[config.mk]
export PLATFORM = sky130hd
export DESIGN_NAME = swt_lane
export DESIGN_NICKNAME = d
export VERILOG_FILES = /design/src/hdl/swt_pkg.sv /design/src/hdl/swt_lane.sv
export SDC_FILE = /design/constraint.sdc
export NUM_CORES = 1
export LEC_CHECK = 0
export ABC_AREA = 1
export BUFFER_PORTS_ARGS = -buffer_cell sky130_fd_sc_hd__buf_2
export CAP_MARGIN = 20
export CORE_AREA = 2 2 200 202
export DETAILED_ROUTE_END_ITERATION = 7
export DIE_AREA = 0 0 202 204
export SLEW_MARGIN = 20
export SYNTH_ARGS = -nofsm -noshare
export SYNTH_HDL_FRONTEND = slang
export SYNTH_SLANG_ARGS = --single-unit
[constraint.sdc]
create_clock -name clk -period 1.2 [get_ports clk]
set_clock_uncertainty 0.15 [all_clocks]
set_input_delay 0.18 -clock clk [delete_from_list [all_inputs] [get_ports clk]]
set_output_delay 0.18 -clock clk [all_outputs]
set_load 0.02 [all_outputs]
[src/hdl/swt_pkg.sv]
// shared types and constants for the scoreboard wait tracker
package swt_pkg;
    localparam int REG_UNITS     = 256;
    localparam int SLOT_COUNT    = 4;
    localparam int PENDING_LIMIT = 8;
    localparam int FRAME_DEPTH   = 64;
    localparam int FRAME_BITS    = 6;

    localparam logic [2:0] MODE_INSTR = 3'd0;
    localparam logic [2:0] MODE_END   = 3'd1;
    localparam logic [2:0] MODE_OPEN  = 3'd2;
    localparam logic [2:0] MODE_ELSE  = 3'd3;
    localparam logic [2:0] MODE_MERGE = 3'd4;

    typedef logic [255:0] map_t;
    typedef logic [3:0]   cnt_t;

    // one frame image: four maps and four counts
    typedef struct packed {
        map_t [3:0] maps;
        cnt_t [3:0] cnts;
    } frame_t;

    typedef enum logic [1:0] {
        ST_IDLE,
        ST_READ,
        ST_DONE
    } state_t;

    // registered lane findings passed to the merging stage
    typedef struct packed {
        logic [3:0] hit;
        logic [3:0] busy;
    } lane_stat_t;

    // unit mask for a base and a size, units at or past REG_UNITS dropped
    function automatic map_t range_mask(input logic [7:0] base, input logic [3:0] cnt);
        map_t m;
        logic [8:0] r;
        m = '0;
        for (int i = 0; i < 15; i++)
        begin
            r = {1'b0, base} + 9'(i);
            if ((4'(i) < cnt) && (r < 9'(REG_UNITS)) && !r[8])
                m[r[7:0]] = 1'b1;
        end
        return m;
    endfunction
endpackage

[src/hdl/swt_lane.sv]
// one slot lane: hazard check of an item's ranges against the slot map, and whether the slot has pending work
module swt_lane (
    input  logic           clk,
    input  swt_pkg::map_t  slot_map,
    input  swt_pkg::cnt_t  slot_cnt,
    input  swt_pkg::map_t  use_mask,
    output logic           hit,
    output logic           busy
);
    logic hit_reg;
    logic busy_reg;

    always_ff @(posedge clk)
    begin
        hit_reg  <= |(slot_map & use_mask);
        busy_reg <= (slot_cnt != '0);
    end

    assign hit  = hit_reg;
    assign busy = busy_reg;
endmodule

==> qor.yml <==
grt_setup_unrepaired: "true"
fillers: 4656
cts_inserted_buffers: 3
synth_mux_area_frac: 0
cts_tree: "done"
nets: 1468
power.density_mw_per_mm2: 364.8
required_ns: 1.15
dr.first_iter.drc_count: 214
start_kind: "primary input"
hold_path_end: "busy"
first_pass_iters: 4
synth-compound-area-share: 0
wirelength_mm: 17.58
coreArea_sq_mm: 0.03918
grt_antenna_before_repair: 4
min_period_ns: 1.288
area_delta_synth_final_pct: 196.0
end_kind: "register"
synth_top_family_by_area: "simple AND/OR/NAND/NOR gates"
yosys.area_share.xor_xnor: 0
die_w_microns: 202
drv_cap: 0
ir_drop_mv: 0.4607
fp-row-count: 73
slowest_stage: "nand4_1"
hpwl_mm: 16.64
viasPerCell: 3.109
portBuffers: 518
multi_input_area_sq_mm: 0.001715
drv_slew: 0
finalHoldViolations: 0
status: "complete, but fails checks"
cts_sinks: 2
drive_above_1_share: 0.5701
postCtsHoldBufs: 0
max_slew_margin: 0.8302
pre_cts_slack_ns: -0.5732
min_path_cells: 2
path_max_fanout: 1
synth.net_count: 943
final_antenna_net_count: 0
cts-root-buf: "clkbuf_16"
post_synth_inst_count: 426
seq_area_sq_um: 40.04
cts_buffer_depth: 2
violations: "negative setup slack"
clk_pin_slew_ns: 0.03
synth_warnings: 0
setup_slack_ns: -0.08793
gr-usage-all-layers: 0.07561
drc: 0
grt_first_pass_wirelength_mm: 22.93
grt_pass1_vias: 4335
path_cells: "buf_6 -> nand2_4 -> nand4_1 -> nor2_1 -> nand2_1 -> nor2_1 -> nand2_2 -> nor2_4 -> nand2_1"
via_count: 4592
crit_type: "in2reg"
ys_types: 6
hold_class: "in2reg"
wl_per_cell_microns: 11.90
ios: 519
start_util: 0.04518
synthSimpleGateAreaFrac: 0.9350
grt_max_degree: 3
fp.dieH_microns: 204
setup_viol: 1
gp_congestion: 0.8296
cts-htree-levels: 1
post_cts_buffers: 0
mappedNetlistArea_sq_mm: 0.001770
ys_ff_latch: 2
synth-adder-area-share: 0
worst_pin_slew_ns: 0.2540
fmax_mhz: 776.4
overflow: 0
finish.utilization: 0.1337
p_leak_nw: 3.070
cp-startpoint: "use_mask[96]"
slowest_delay_ns: 0.19
layout_common_cells: "buf_2, nand2_1, nand4_1"
worstPathArrival_ns: 1.24
layout_commonest_cell: "buf_2"
die_area_sq_mm: 0.04121
ys_seq_area_frac: 0.02261
avgSynthCellArea_sq_um: 4.156
hp-start: "slot_cnt[3]"
min_period_over_period: 1.073
critical path: cells and delay by family:
family        cells  cell delay [ns]
simple gates      8             0.95
buf+inv           1             0.10
per-layer routing:
| metal | GRT usage | share of wire | vias up |
|---|---|---|---|
| li1 | - | - | 2417 |
| met1 | 0.08752 | 0.38 | 1837 |
| met2 | 0.1405 | 0.49 | 322 |
| met3 | 0.01307 | 0.10 | 16 |
| met4 | 0.02390 | 0.032 | 0 |
| met5 | 0 | 0 | - |
kinds of logic after synthesis:
kind of cell / Yosys count
flip-flops: 2
AND/OR/NAND/NOR: 404
buffers and inverters: 20
repair_timing:
action | in CTS | in global routing
endpoints found under the hold margin | 0 | 0
pin swaps | 11 | 21
endpoints found under the setup margin | 1 | 1
gates resized for setup | 15 | 16
cells in the mapped netlist (all sizes together):
library cell | instances | share of area
nor2 | 42 | 0.089
nand4 | 54 | 0.19
nand2 | 307 | 0.65
inv | 20 | 0.042
or4 | 1 | 0.0042
dfxtp | 2 | 0.023
stage by stage:
step	cells	instance area (sq um)	hold WS [ns]	TNS, ns	total power [W]
floorplan	426	1770	0.1303	0	0.0004144
detailed placement	1471	5035	0.3294	-0.5732	0.001395
global route	1477	5240	0.09848	-0.1741	0.002092
finish	1477	5240	0.07580	-0.08793	0.001912
global placement	1471	5035	0.3326	-0.6013	0.001389
CTS	1474	5170	0.1057	-0.1140	0.001913
area by class of cell:
cell class | instances | share of cell area
Timing Repair Buffer | 520 | 0.5096
Multi-Input combinational cell | 404 | 0.3274
Tap cell | 525 | 0.1254
Clock buffer | 3 | 0.01433
Inverter | 20 | 0.01433
Sequential cell | 2 | 0.007641
Antenna cell | 3 | 0.001433
power by group:
group / internal, W / total (W) / switching, W
logic: 0.000791 / 0.00135 / 0.000558
registers: 0.0000679 / 0.0000681 / 0.000000131
clock network: 0.000423 / 0.000494 / 0.0000710
how the worst max path moves through the flow:
stage / to / slack (ns) / cells past startpoint
final: hit / -0.09 / 9
after global routing: hit / -0.17 / 9
after CTS: hit / -0.11 / 9
after detailed placement: hit / -0.57 / 9
after global placement: hit / -0.60 / 9
after floorplan: hit / 0.18 / 10
No activity file was read; power rests on OpenSTA's default activity.
